File: src/hdl/brvd_pkg.sv
// Package for the binary row value decoder: phase and result-kind enums,
// protocol type codes, result structs and type classification helpers.
// No dependencies.
`default_nettype none

package brvd_pkg;

    // Protocol column type codes
    localparam logic [7:0] CT_INT8      = 8'd1;
    localparam logic [7:0] CT_INT16     = 8'd2;
    localparam logic [7:0] CT_INT32     = 8'd3;
    localparam logic [7:0] CT_FP32      = 8'd4;
    localparam logic [7:0] CT_FP64      = 8'd5;
    localparam logic [7:0] CT_STAMP     = 8'd7;
    localparam logic [7:0] CT_INT64     = 8'd8;
    localparam logic [7:0] CT_INT32_ALT = 8'd9;
    localparam logic [7:0] CT_CAL_DATE  = 8'd10;
    localparam logic [7:0] CT_CLOCK     = 8'd11;
    localparam logic [7:0] CT_CAL_STAMP = 8'd12;
    localparam logic [7:0] CT_INT16_ALT = 8'd13;
    localparam logic [7:0] CT_BITFIELD  = 8'd16;
    localparam logic [7:0] CT_DEC_TEXT  = 8'd246;
    localparam logic [7:0] CT_LOB       = 8'd252;
    localparam logic [7:0] CT_VAR_TEXT  = 8'd253;
    localparam logic [7:0] CT_FIX_TEXT  = 8'd254;

    // Length-coded prefix bytes
    localparam logic [7:0] LCB_NULL = 8'hfb;
    localparam logic [7:0] LCB_LEN2 = 8'hfc;
    localparam logic [7:0] LCB_LEN3 = 8'hfd;
    localparam logic [7:0] LCB_LEN8 = 8'hfe;

    // Bytes of a temporal value that feed the result fields
    localparam int TFIELD_BYTES = 12;

    typedef enum logic [2:0] {
        PH_IDLE,
        PH_FIXED,
        PH_LCB_FIRST,
        PH_LCB_LEN,
        PH_STR,
        PH_TLEN,
        PH_TBODY
    } phase_t;

    typedef enum logic [3:0] {
        KIND_INT         = 4'd0,
        KIND_FLOAT32     = 4'd1,
        KIND_FLOAT64     = 4'd2,
        KIND_NULL        = 4'd3,
        KIND_STR_BYTE    = 4'd4,
        KIND_EMPTY_STR   = 4'd5,
        KIND_DATE        = 4'd6,
        KIND_DATETIME    = 4'd7,
        KIND_TIME        = 4'd8,
        KIND_UNSUPPORTED = 4'd9
    } kind_t;

    typedef logic [TFIELD_BYTES-1:0][7:0] tbytes_t;

    typedef struct packed {
        logic [15:0] year;
        logic [7:0]  month;
        logic [7:0]  day;
        logic [36:0] hours;
        logic [7:0]  minute;
        logic [7:0]  second;
        logic [31:0] microsecond;
        logic        negative;
    } tfields_t;

    typedef struct packed {
        kind_t       kind;
        logic [63:0] number;
        logic [7:0]  string_byte;
        tfields_t    tf;
        logic        last;
    } result_t;

    // Byte count of integer and float types, zero for everything else
    function automatic logic [3:0] fixed_width(input logic [7:0] t);
        logic [3:0] w;
        begin
            case (t) inside
                CT_INT8:                           w = 4'd1;
                CT_INT16, CT_INT16_ALT:            w = 4'd2;
                CT_INT32, CT_INT32_ALT, CT_FP32:   w = 4'd4;
                CT_INT64, CT_FP64:                 w = 4'd8;
                default:                           w = 4'd0;
            endcase
            return w;
        end
    endfunction

    function automatic logic is_string_type(input logic [7:0] t);
        return t inside {CT_DEC_TEXT, CT_LOB, CT_VAR_TEXT, CT_FIX_TEXT, CT_BITFIELD};
    endfunction

    function automatic logic is_temporal_type(input logic [7:0] t);
        return t inside {CT_STAMP, CT_CAL_DATE, CT_CLOCK, CT_CAL_STAMP};
    endfunction

endpackage

`default_nettype wire

File: src/hdl/brvd_temporal_fmt.sv
// Splits the captured bytes of a date, datetime or time value into fields.
// Depends on brvd_pkg.
`default_nettype none

module brvd_temporal_fmt
    import brvd_pkg::*;
(
    input  wire tbytes_t  tbytes,
    input  wire logic     is_time,
    input  wire logic     is_date,
    output tfields_t      fields
);

    logic [31:0] days;
    logic [36:0] day_hours;

    // time: sign, 4-byte day count, hour, minute, second, 4-byte fraction
    assign days      = {tbytes[4], tbytes[3], tbytes[2], tbytes[1]};
    // days * 24 as (days << 4) + (days << 3)
    assign day_hours = {1'b0, days, 4'b0} + {2'b0, days, 3'b0};

    always_comb
    begin
        fields = '0;
        if (is_time)
        begin
            fields.negative    = (tbytes[0] != 8'd0);
            fields.hours       = day_hours + 37'(tbytes[5]);
            fields.minute      = tbytes[6];
            fields.second      = tbytes[7];
            fields.microsecond = {tbytes[11], tbytes[10], tbytes[9], tbytes[8]};
        end
        else
        begin
            fields.year  = {tbytes[1], tbytes[0]};
            fields.month = tbytes[2];
            fields.day   = tbytes[3];
            if (!is_date)
            begin
                fields.hours       = 37'(tbytes[4]);
                fields.minute      = tbytes[5];
                fields.second      = tbytes[6];
                fields.microsecond = {tbytes[10], tbytes[9], tbytes[8], tbytes[7]};
            end
        end
    end

endmodule

`default_nettype wire

File: src/hdl/binary_row_value_decoder_core.sv
// Top level of the binary row value decoder: byte-stream input, at most one typed
// result per transfer on the output. Depends on brvd_pkg and brvd_temporal_fmt.
`default_nettype none

// Takes one transfer per clock (tuser = 0: start of a value with its type,
// tuser = 1: one data byte) and yields at most one result per transfer,
// registered, in the cycle after it is taken. Every transfer is handled by the
// state registers and the logic that feeds the output register, so the rate is
// one transfer per cycle; the input stalls only while a result waits in the
// output register and the sink holds tready low.
// Integers come out sign- or zero-extended to 64 bits, strings one byte per
// result with tlast on the final byte, temporal values as one split result.
module binary_row_value_decoder_core
    import brvd_pkg::*;
#(
    parameter int TEMPORAL_BYTES = 12
)
(
    input  wire logic         clk,
    input  wire logic         rst_n,

    input  wire logic         s_axis_tvalid,
    output logic              s_axis_tready,
    // [7:0] column_type, [8] is_unsigned, [16:9] data_byte, [23:17] zero
    input  wire logic [23:0]  s_axis_tdata,
    // [0] op
    input  wire logic         s_axis_tuser,

    output logic              m_axis_tvalid,
    input  wire logic         m_axis_tready,
    // [63:0] number, [71:64] string_byte, [87:72] year, [95:88] month,
    // [103:96] day, [140:104] hours, [148:141] minute, [156:149] second,
    // [188:157] microsecond, [189] negative, [191:190] zero
    output logic [191:0]      m_axis_tdata,
    // [3:0] result_kind
    output logic [3:0]        m_axis_tuser,
    output logic              m_axis_tlast
);

    localparam int TC_W = $clog2(TEMPORAL_BYTES + 1);

    phase_t      phase_reg, phase_next;
    logic [7:0]  type_reg, type_next;
    logic        uns_reg, uns_next;
    logic [3:0]  bytes_seen_reg, bytes_seen_next;
    logic [63:0] asm_reg, asm_next;
    logic [63:0] len_reg, len_next;
    logic [TC_W-1:0] tcount_reg, tcount_next;
    logic [7:0]  tstore_reg [TEMPORAL_BYTES];

    logic        out_valid_reg;
    result_t     out_reg;

    logic        accept;
    logic        op;
    logic [7:0]  col_type;
    logic        in_uns;
    logic [7:0]  dbyte;

    logic [63:0] asm_ins;
    logic [3:0]  bytes_inc;
    logic [3:0]  width_held;
    logic        fixed_done;
    logic        lcb_done;
    logic        lcb_prefix;
    logic        tbody_write;
    logic        tbody_done;
    logic        start_unsupported;
    logic [63:0] number_ext;

    tbytes_t     tb_next;
    tfields_t    tfields;

    logic        res_valid;
    result_t     res;

    assign s_axis_tready = !out_valid_reg || m_axis_tready;
    assign accept        = s_axis_tvalid && s_axis_tready;

    assign op       = s_axis_tuser;
    assign col_type = s_axis_tdata[7:0];
    assign in_uns   = s_axis_tdata[8];
    assign dbyte    = s_axis_tdata[16:9];

    // assembly with the incoming byte dropped into its lane
    always_comb
    begin
        asm_ins = asm_reg;
        for (int k = 0; k < 8; k++)
        begin
            if (bytes_seen_reg[2:0] == 3'(k))
                asm_ins[8*k +: 8] = dbyte;
        end
    end

    assign bytes_inc  = bytes_seen_reg + 4'd1;
    assign width_held = fixed_width(type_reg);
    assign fixed_done = (bytes_inc >= width_held);
    assign lcb_done   = (bytes_inc >= len_reg[3:0]);
    assign lcb_prefix = (dbyte == LCB_LEN2) || (dbyte == LCB_LEN3) || (dbyte == LCB_LEN8);
    assign tbody_done = (len_reg == 64'd1);
    assign tbody_write = (phase_reg == PH_TBODY) && op;
    assign start_unsupported = !is_string_type(col_type) && (fixed_width(col_type) == 4'd0)
                               && !is_temporal_type(col_type);

    always_comb
    begin
        number_ext = asm_ins;
        if (!uns_reg && type_reg != CT_FP32 && type_reg != CT_FP64)
        begin
            case (width_held)
                4'd1:    number_ext = {{56{asm_ins[7]}}, asm_ins[7:0]};
                4'd2:    number_ext = {{48{asm_ins[15]}}, asm_ins[15:0]};
                4'd4:    number_ext = {{32{asm_ins[31]}}, asm_ins[31:0]};
                default: number_ext = asm_ins;
            endcase
        end
    end

    // Temporal bytes as they stand after this transfer; unwritten ones read zero
    generate
        for (genvar i = 0; i < TFIELD_BYTES; i++)
        begin : g_tb
            if (i < TEMPORAL_BYTES)
            begin : g_kept
                always_comb
                begin
                    if (tbody_write && tcount_reg == TC_W'(i))
                        tb_next[i] = dbyte;
                    else if (TC_W'(i) < tcount_reg)
                        tb_next[i] = tstore_reg[i];
                    else
                        tb_next[i] = 8'd0;
                end
            end
            else
            begin : g_none
                assign tb_next[i] = 8'd0;
            end
        end
    endgenerate

    brvd_temporal_fmt u_temporal_fmt (
        .tbytes  (tb_next),
        .is_time (type_reg == CT_CLOCK),
        .is_date (type_reg == CT_CAL_DATE),
        .fields  (tfields)
    );

    // Next phase
    always_comb
    begin
        phase_next = phase_reg;
        if (op)
        begin
            case (phase_reg)
                PH_FIXED:
                    if (fixed_done)
                        phase_next = PH_IDLE;
                PH_LCB_FIRST:
                    if (dbyte == LCB_NULL)
                        phase_next = PH_IDLE;
                    else if (lcb_prefix)
                        phase_next = PH_LCB_LEN;
                    else if (dbyte == 8'd0)
                        phase_next = PH_IDLE;
                    else
                        phase_next = PH_STR;
                PH_LCB_LEN:
                    if (lcb_done)
                        phase_next = (asm_ins == 64'd0) ? PH_IDLE : PH_STR;
                PH_STR:
                    if (len_reg == 64'd1)
                        phase_next = PH_IDLE;
                PH_TLEN:
                    phase_next = (dbyte == 8'd0) ? PH_IDLE : PH_TBODY;
                PH_TBODY:
                    if (tbody_done)
                        phase_next = PH_IDLE;
                default:
                    phase_next = PH_IDLE;
            endcase
        end
        else if (is_string_type(col_type))
            phase_next = PH_LCB_FIRST;
        else if (fixed_width(col_type) != 4'd0)
            phase_next = PH_FIXED;
        else if (is_temporal_type(col_type))
            phase_next = PH_TLEN;
        else
            phase_next = PH_IDLE;
    end

    // Datapath state and result
    always_comb
    begin
        type_next       = type_reg;
        uns_next        = uns_reg;
        bytes_seen_next = bytes_seen_reg;
        asm_next        = asm_reg;
        len_next        = len_reg;
        tcount_next     = tcount_reg;
        res_valid       = 1'b0;
        res             = '0;
        res.kind        = KIND_INT;

        if (!op)
        begin
            type_next       = col_type;
            uns_next        = in_uns;
            bytes_seen_next = 4'd0;
            asm_next        = '0;
            len_next        = '0;
            tcount_next     = '0;
            if (start_unsupported)
            begin
                res_valid = 1'b1;
                res.kind  = KIND_UNSUPPORTED;
                res.last  = 1'b1;
            end
        end
        else
        begin
            case (phase_reg)
                PH_FIXED:
                begin
                    asm_next        = asm_ins;
                    bytes_seen_next = bytes_inc;
                    if (fixed_done)
                    begin
                        res_valid  = 1'b1;
                        res.last   = 1'b1;
                        res.number = number_ext;
                        if (type_reg == CT_FP32)
                            res.kind = KIND_FLOAT32;
                        else if (type_reg == CT_FP64)
                            res.kind = KIND_FLOAT64;
                        else
                            res.kind = KIND_INT;
                    end
                end
                PH_LCB_FIRST:
                begin
                    if (dbyte == LCB_NULL)
                    begin
                        res_valid = 1'b1;
                        res.kind  = KIND_NULL;
                        res.last  = 1'b1;
                    end
                    else if (lcb_prefix)
                    begin
                        asm_next        = '0;
                        bytes_seen_next = 4'd0;
                        if (dbyte == LCB_LEN2)
                            len_next = 64'd2;
                        else if (dbyte == LCB_LEN3)
                            len_next = 64'd3;
                        else
                            len_next = 64'd8;
                    end
                    else
                    begin
                        len_next = 64'(dbyte);
                        if (dbyte == 8'd0)
                        begin
                            res_valid = 1'b1;
                            res.kind  = KIND_EMPTY_STR;
                            res.last  = 1'b1;
                        end
                    end
                end
                PH_LCB_LEN:
                begin
                    asm_next        = asm_ins;
                    bytes_seen_next = bytes_inc;
                    if (lcb_done)
                    begin
                        len_next = asm_ins;
                        if (asm_ins == 64'd0)
                        begin
                            res_valid = 1'b1;
                            res.kind  = KIND_EMPTY_STR;
                            res.last  = 1'b1;
                        end
                    end
                end
                PH_STR:
                begin
                    len_next        = len_reg - 64'd1;
                    res_valid       = 1'b1;
                    res.kind        = KIND_STR_BYTE;
                    res.string_byte = dbyte;
                    res.last        = (len_reg == 64'd1);
                end
                PH_TLEN:
                begin
                    len_next    = 64'(dbyte);
                    tcount_next = '0;
                    if (dbyte == 8'd0)
                    begin
                        res_valid = 1'b1;
                        res.last  = 1'b1;
                        res.tf    = tfields;
                        if (type_reg == CT_CLOCK)
                            res.kind = KIND_TIME;
                        else if (type_reg == CT_CAL_DATE)
                            res.kind = KIND_DATE;
                        else
                            res.kind = KIND_DATETIME;
                    end
                end
                PH_TBODY:
                begin
                    len_next = len_reg - 64'd1;
                    // count saturates once the store is full; later bytes are dropped
                    if (tcount_reg != TC_W'(TEMPORAL_BYTES))
                        tcount_next = tcount_reg + TC_W'(1);
                    if (tbody_done)
                    begin
                        res_valid = 1'b1;
                        res.last  = 1'b1;
                        res.tf    = tfields;
                        if (type_reg == CT_CLOCK)
                            res.kind = KIND_TIME;
                        else if (type_reg == CT_CAL_DATE)
                            res.kind = KIND_DATE;
                        else
                            res.kind = KIND_DATETIME;
                    end
                end
                default:
                begin
                    res_valid = 1'b0;
                end
            endcase
        end
    end

    always_ff @(posedge clk or negedge rst_n)
    begin
        if (!rst_n)
        begin
            phase_reg      <= PH_IDLE;
            type_reg       <= '0;
            uns_reg        <= 1'b0;
            bytes_seen_reg <= '0;
            asm_reg        <= '0;
            len_reg        <= '0;
            tcount_reg     <= '0;
        end
        else if (accept)
        begin
            phase_reg      <= phase_next;
            type_reg       <= type_next;
            uns_reg        <= uns_next;
            bytes_seen_reg <= bytes_seen_next;
            asm_reg        <= asm_next;
            len_reg        <= len_next;
            tcount_reg     <= tcount_next;
        end
    end

    generate
        for (genvar i = 0; i < TEMPORAL_BYTES; i++)
        begin : g_store
            always_ff @(posedge clk)
            begin
                if (accept && tbody_write && tcount_reg == TC_W'(i))
                    tstore_reg[i] <= dbyte;
            end
        end
    endgenerate

    // Output register
    always_ff @(posedge clk or negedge rst_n)
    begin
        if (!rst_n)
            out_valid_reg <= 1'b0;
        else if (s_axis_tready)
            out_valid_reg <= accept && res_valid;
    end

    always_ff @(posedge clk)
    begin
        if (accept && res_valid)
            out_reg <= res;
    end

    assign m_axis_tvalid = out_valid_reg;
    assign m_axis_tuser  = out_reg.kind;
    assign m_axis_tlast  = out_reg.last;
    assign m_axis_tdata  = {2'b00,
                            out_reg.tf.negative,
                            out_reg.tf.microsecond,
                            out_reg.tf.second,
                            out_reg.tf.minute,
                            out_reg.tf.hours,
                            out_reg.tf.day,
                            out_reg.tf.month,
                            out_reg.tf.year,
                            out_reg.string_byte,
                            out_reg.number};

endmodule

`default_nettype wire
File: config.mk
export PLATFORM = sky130hd
export DESIGN_NAME = binary_row_value_decoder_core
export DESIGN_NICKNAME = d
export VERILOG_FILES = /design/src/hdl/brvd_pkg.sv /design/src/hdl/brvd_temporal_fmt.sv /design/src/hdl/binary_row_value_decoder_core.sv
export SDC_FILE = /design/constraint.sdc
export NUM_CORES = 1
export LEC_CHECK = 0
export BUFFER_PORTS_ARGS = -buffer_cell sky130_fd_sc_hd__buf_2
export CAP_MARGIN = 20
export CORE_MARGIN = 1
export CORE_UTILIZATION = 54
export DETAILED_ROUTE_END_ITERATION = 10
export PLACE_DENSITY = 0.82
export SLEW_MARGIN = 20
export SYNTH_ARGS = -nofsm -noshare
export SYNTH_HDL_FRONTEND = slang
export SYNTH_SLANG_ARGS = --single-unit
File: constraint.sdc
create_clock -name clk -period 11.9 [get_ports clk]
set_clock_uncertainty 0.15 [all_clocks]
set_input_delay 2.38 -clock clk [delete_from_list [all_inputs] [get_ports clk]]
set_output_delay 2.38 -clock clk [all_outputs]
set_load 0.01 [all_outputs]
==> results of run 1 <==
[logic make-up after synthesis]
kind of cell             after synthesis  synth area share, %
AO/OA/AOI/OAI                        687                 19.1
adder cells (fa/ha/maj)               85                 4.61
XOR/XNOR                              37                 1.40
other                                  1               0.0162
flip-flops                           440                 53.7
buffers and inverters                199                 3.46
multiplexers                          80                 3.57
AND/OR/NAND/NOR                      666                 14.1
[worst paths after layout]
check                                    startpoint                              end  slack [ps]
setup reg to reg           phase_reg[0]$_DFFE_PN0P_  m_axis_tdata[140]$_SDFFCE_PN0P_        5180
hold reg to reg             len_reg[47]$_DFFE_PN0P_          len_reg[47]$_DFFE_PN0P_         350
hold / removal              len_reg[47]$_DFFE_PN0P_          len_reg[47]$_DFFE_PN0P_         350
max in group asynchronous                     rst_n          asm_reg[58]$_DFFE_PN0P_        8530
min in group asynchronous                     rst_n          len_reg[27]$_DFFE_PN0P_        1760
setup / recovery                       s_axis_tuser  m_axis_tdata[140]$_SDFFCE_PN0P_        3930
[critical path: stages]
cell and delay [ps]:
buf_2 320, inv_2 200, nor2_1 170, nand2_1 250, nor3_1 850, a22oi_1 370
xor2_1 260, ha_1 310, ha_1 200, inv_1 70, fa_1 400, nand2b_1 180
a21oi_1 260, o21ai_0 250, a2111o_1 520, a21oi_1 280, nor2_1 130, or4b_2 690
a21oi_1 140
[metal layers]
| metal | GRT usage, % | share of wire [%] | vias to the layer above |
|---|---|---|---|
| met2 | 49.1 | 47 | 1127 |
| li1 | - | - | 8596 |
| met3 | 4.68 | 8.4 | 249 |
| met5 | 0 | 0 | - |
| met1 | 39.0 | 39 | 9255 |
| met4 | 17.4 | 5.5 | 0 |
[power by group through the flow]
stage                     combinational [mW]  sequential [mW]  clock, mW
after floorplan                        0.878             2.01          0
after global placement                  1.33             1.97          0
after detailed placement                1.37             1.98          0
after CTS                               1.38             1.95       1.45
after global routing                    1.51             1.97       1.51
final                                   1.41             1.96       1.44
[cell usage after synthesis, types with 11 or more instances]
cell type | number | area, µm²
nand4_1 | 14 | 87.6
xor2_1 | 17 | 149
nor2_1 | 165 | 619
buf_1 | 13 | 48.8
edfxtp_1 | 291 | 8740
o31ai_1 | 17 | 128
mux2i_1 | 57 | 571
and2_1 | 12 | 75.1
nand3_1 | 42 | 210
nand2_1 | 179 | 672
a21o_1 | 20 | 150
nor4_1 | 26 | 163
a32o_1 | 15 | 150
mux2_2 | 23 | 259
clkbuf_1 | 124 | 465
and3_1 | 48 | 300
a22o_1 | 72 | 631
xnor2_1 | 20 | 175
a22oi_1 | 48 | 360
nor2b_1 | 35 | 219
o2bb2ai_1 | 11 | 96.3
a21oi_1 | 192 | 961
inv_1 | 45 | 169
ha_1 | 84 | 1050
nor3_1 | 59 | 295
o22ai_1 | 58 | 363
o21ai_0 | 150 | 751
dfrtp_1 | 149 | 3730
or3_1 | 14 | 87.6
a31oi_1 | 15 | 93.8
nand2b_1 | 30 | 188
[through the flow]
stage                     instances  utilization (%)  hold WS, ps
after floorplan                2196                -          300
after global placement         2834             58.5          312
after detailed placement       2834             58.5          336
after CTS                      2917             62.1          353
after global routing           2920             62.1          363
final                          2922             62.1          355
[final cells by class]
cell class	count	area, µm²	area share (%)
clock inverter	27	243	0.927
antenna	5	12.5	0.0478
multi-input combinational	1557	10000	38.2
clock buffer	56	1250	4.78
inverter	46	173	0.660
timing repair buffer	252	1350	5.17
sequential	440	12500	47.6
tap	539	674	2.58
==> results.toml, run 1 <==
[power]
intPower_mw = 3.12
p_total_mw = 4.81
powerDensity_nw_per_um2 = 184
power.switching_mw = 1.69
power_frac_clock_pct = 29.9
switching_share_pct = 35.2
p_leak_nw = 10.5
combPwrFrac_pct = 29.4
irDropWorstVdd_mv = 0.119
seq_power_share_pct = 40.7

[worst_hold_path]
hold_path.class = "reg2reg"
hold_depth = 2

[sta]
rsz0062_at_grt = "false"
fin_crit_ps = 7970
relSlewSlack_pct = 22.6
worstMarginPinSlew_ps = 1160
slew_violations = 0
hold_viol_final = 0
setup_tns_ps = 0
setup_viol = 0
setup_ws_ps = 3930
min_period_over_period_pct = 67.0
fmax_mhz = 125

[clocking]
clk-insertion-delay-late_ps = 580
ctsHoldBuffers = 0
cts_resized = 0
clk_pin_slew_ps = 60
clock-sinks = 440
cts_tree = "built"
post_cts_buffers = 0
clock_path_buffers = 3
numCtsBuffers = 45
root_buffer = "clkbuf_16"
htreeDepth = 2

[layout]
finalNetCount = 2456
largest_register_ffs = 190
fin_area_um2 = 26200
syn_to_final_growth_pct = 12.7
n_fill_cell = 3310
final_cell_mix = "edfxtp_1, buf_2, a21oi_1, nand2_1, nor2_1"
final_common_cell = "edfxtp_1"
drive_above_1_share_pct = 15.8

[detailed_routing]
dr_total_vias = 19227
drt_iter0_drc = 1865
firstDrtPassIters = 6
antenna_left = 0
drc = 0
wl_per_cell_um = 22.9
viasPerCell = 6.58
routed_wirelength_um = 67100

[floorplan]
die_w_um = 209
rows = 75
dieArea_um2 = 43800
coreArea_um2 = 42100
initial_core_util_pct = 55.1
io_pins = 228
die_y_um = 209

[global_routing]
grt.total_usage_pct = 30.3
antenna_found_initial = 4
grt_pass1_vias = 18682
grt-ovfl-total = 0
grt_first_pass_wirelength_um = 104000
grt_max_degree = 98

[place]
place_ws_ps = 3540
port_buffers = 218
placed_cell_area_um2 = 24700
post-dp-hpwl_um = 45900
place.gp.congestion = 0.931

[setup_path]
criticalPathCategory = "in2reg"
ff2ff_path_depth = 19
cp.required_ps = 12160
critPathArrivalTime_ps = 8240
critPathMaxFanout = 17
crit_path_start_kind = "primary input"
worst_setup_path_end_kind = "flip-flop"

[yosys]
synth_cells = 2195
ys_types = 74
ys_seq_area_share_pct = 53.7
ys.flop_type = "edfxtp_1"
synth-seq-cells = 440
syn_area_per_cell_um2 = 10.6
ys.warnings.count = 0
async_reset_ff_share_pct = 33.9
synth-edff-count = 291
syn_area_um2 = 23200

[outcome]
status = "complete, no violations"

[flow_run]
maxCapViolCount = 0
Power figures use the tool's default switching activity.
==> run 2, diff against run 1 <==
CORE_UTILIZATION = 55   (was 54)
PLACE_DENSITY = 0.8   (was 0.82)
clock period = 8.1 ns   (was 11.9 ns; I/O delays follow)
==> run 2 against run 1 <==
Net effect:
- sequential share of layout area increased by 0.094 points
- design area is 0.20% lower
- register-to-register slack worse by 3300 ps
- worst hold slack got worse by 2.9 ps
- count of clock-buffer cells in the layout up 1
- via count fell by 1.1%
- non-clock buffer count rose by 5
- wire length is 1.2% lower
- clock power up 37%
- worst setup slack worse by 2400 ps
- final cell count decreased by 0.21%
==> results.toml, run 2 (synthesized netlist as in run 1, its figures left out) <==
[detailed_routing]
top_layer_used = "met4"
drt_iter0_drc = 1855
dr_wl_met3_um = 5640
dr_total_vias = 19009
routed-wl-met2_um = 31500
wl_per_cell_um = 22.7
firstDrtPassIters = 7
viasPerCell = 6.52
antenna_left = 0
routed_wirelength_um = 66300
drt-met1-wl_um = 26100
drc = 0

[layout]
final_cells = 2916
finalNetCount = 2460
final_common_cell = "edfxtp_1"
drive_above_1_share_pct = 15.7
n_fill_cell = 3144
largest_register_ffs = 190
final_cell_mix = "edfxtp_1, buf_2, a21oi_1, nand2_1, nor2_1"
syn_to_final_growth_pct = 12.5

[global_routing]
grt-ovfl-total = 0
antenna_found_initial = 2
grt_pass1_vias = 18323
grt_first_pass_wirelength_um = 103000
grt_max_degree = 114
grt.total_usage_pct = 30.4

[sta]
hold_viol_final = 0
setup_ws_ps = 1500
rsz0062_at_grt = "false"
setup_tns_ps = 0
relSlewSlack_pct = 23.4
slew_violations = 0
whs_ps = 352
min_period_over_period_pct = 81.5
setup_viol = 0
fmax_mhz = 152
fin_crit_ps = 6600
worstMarginPinSlew_ps = 1150

[setup_path]
reg2reg_slack_ps = 1910
crit_start = "s_axis_tuser"
crit_end = "m_axis_tdata[140]$_SDFFCE_PN0P_"
crit_path_start_kind = "primary input"
reg2reg_to = "m_axis_tdata[140]$_SDFFCE_PN0P_"
worst_setup_path_end_kind = "flip-flop"
cp.required_ps = 8380
critPathMaxFanout = 17
critPathArrivalTime_ps = 6870
reg2reg_from = "phase_reg[2]$_DFFE_PN0P_"
ff2ff_path_depth = 19
criticalPathCategory = "in2reg"

[clocking]
clock_path_buffers = 3
htreeDepth = 2
cts_tree = "built"
root_buffer = "clkbuf_16"
clk_pin_slew_ps = 60
ctsHoldBuffers = 0
post_cts_buffers = 0
clock-sinks = 440
cts_resized = 0
clk-insertion-delay-late_ps = 590
numCtsBuffers = 44

[outcome]
status = "complete, no violations"

[place]
place_ws_ps = 1050
place.gp.congestion = 0.925
place_inst = 2831
post-dp-hpwl_um = 45300
port_buffers = 218

[power]
powerDensity_nw_per_um2 = 265
p_total_mw = 6.92
p_leak_nw = 10.5
irDropWorstVdd_mv = 0.152

[floorplan]
initial_core_util_pct = 56.4
die_y_um = 207
io_pins = 228
dieArea_um2 = 43000
rows = 74
coreArea_um2 = 41200
die_w_um = 207

[worst_hold_path]
hold_path.class = "reg2reg"
hold_depth = 1

[flow_run]
maxCapViolCount = 0
run 2: cell types whose count changed in the layout (fill, tap and decap cells not counted), sizes merged:
cell / before / now
diode: 5 / 3
clkinv: 18 / 17
clkbuf: 56 / 57
buf: 252 / 257
bufinv: 4 / 1
clkinvlp: 2 / 3
run 2: worst min path at each step:
stage,slack (ps),end,startpoint
floorplan,300,asm_reg[22]$_DFFE_PN0P_,asm_reg[22]$_DFFE_PN0P_
global placement,310,asm_reg[22]$_DFFE_PN0P_,asm_reg[22]$_DFFE_PN0P_
detailed placement,330,asm_reg[54]$_DFFE_PN0P_,asm_reg[54]$_DFFE_PN0P_
CTS,350,len_reg[47]$_DFFE_PN0P_,len_reg[47]$_DFFE_PN0P_
global route,380,len_reg[47]$_DFFE_PN0P_,len_reg[47]$_DFFE_PN0P_
finish,350,asm_reg[54]$_DFFE_PN0P_,asm_reg[54]$_DFFE_PN0P_
run 2: routing by layer:
| metal | vias to the layer above | GRT usage [%] |
|---|---|---|
| met4 | 0 | 15.7 |
| met1 | 9166 | 39.3 |
| met5 | - | 0 |
| met3 | 205 | 4.93 |
| li1 | 8601 | - |
| met2 | 1037 | 49.5 |
run 2: stage by stage:
stage / area, µm² / util, %
finish: 26100 / 63.4
global route: 26100 / 63.4
CTS: 26100 / 63.4
detailed placement: 24700 / 60.0
global placement: 24700 / 60.0
floorplan: 23200 / -
run 2: critical path, cell delays in order:
cell and delay (ps):
buf_2 310, inv_2 190, nor2_1 170, nand2_1 260, nor3b_1 480, and2_1 410, a22o_1 240, ha_1 150
ha_1 210, inv_1 70, fa_1 400, nand2b_1 180, a21oi_1 230, o21ai_0 210, a2111o_1 520, a21oi_1 250
nor2_1 100, or4b_2 700, a21oi_1 160
run 2: report_power, final:
part / leakage [nW] / switching, mW / internal, mW
clock network: 0.676 / 0.876 / 1.10
logic: 5.06 / 1.40 / 0.669
registers: 4.77 / 0.179 / 2.69
run 2: layout make-up:
type	count	area, µm²	share of cell area (%)
clock inverters	24	163	0.623
clock buffers	57	1220	4.68
multi-input cells	1557	9990	38.3
flip-flops and latches	440	12500	47.7
inverters	46	173	0.661
diodes	3	7.51	0.0287
repair buffers	257	1430	5.47
well taps	532	666	2.55
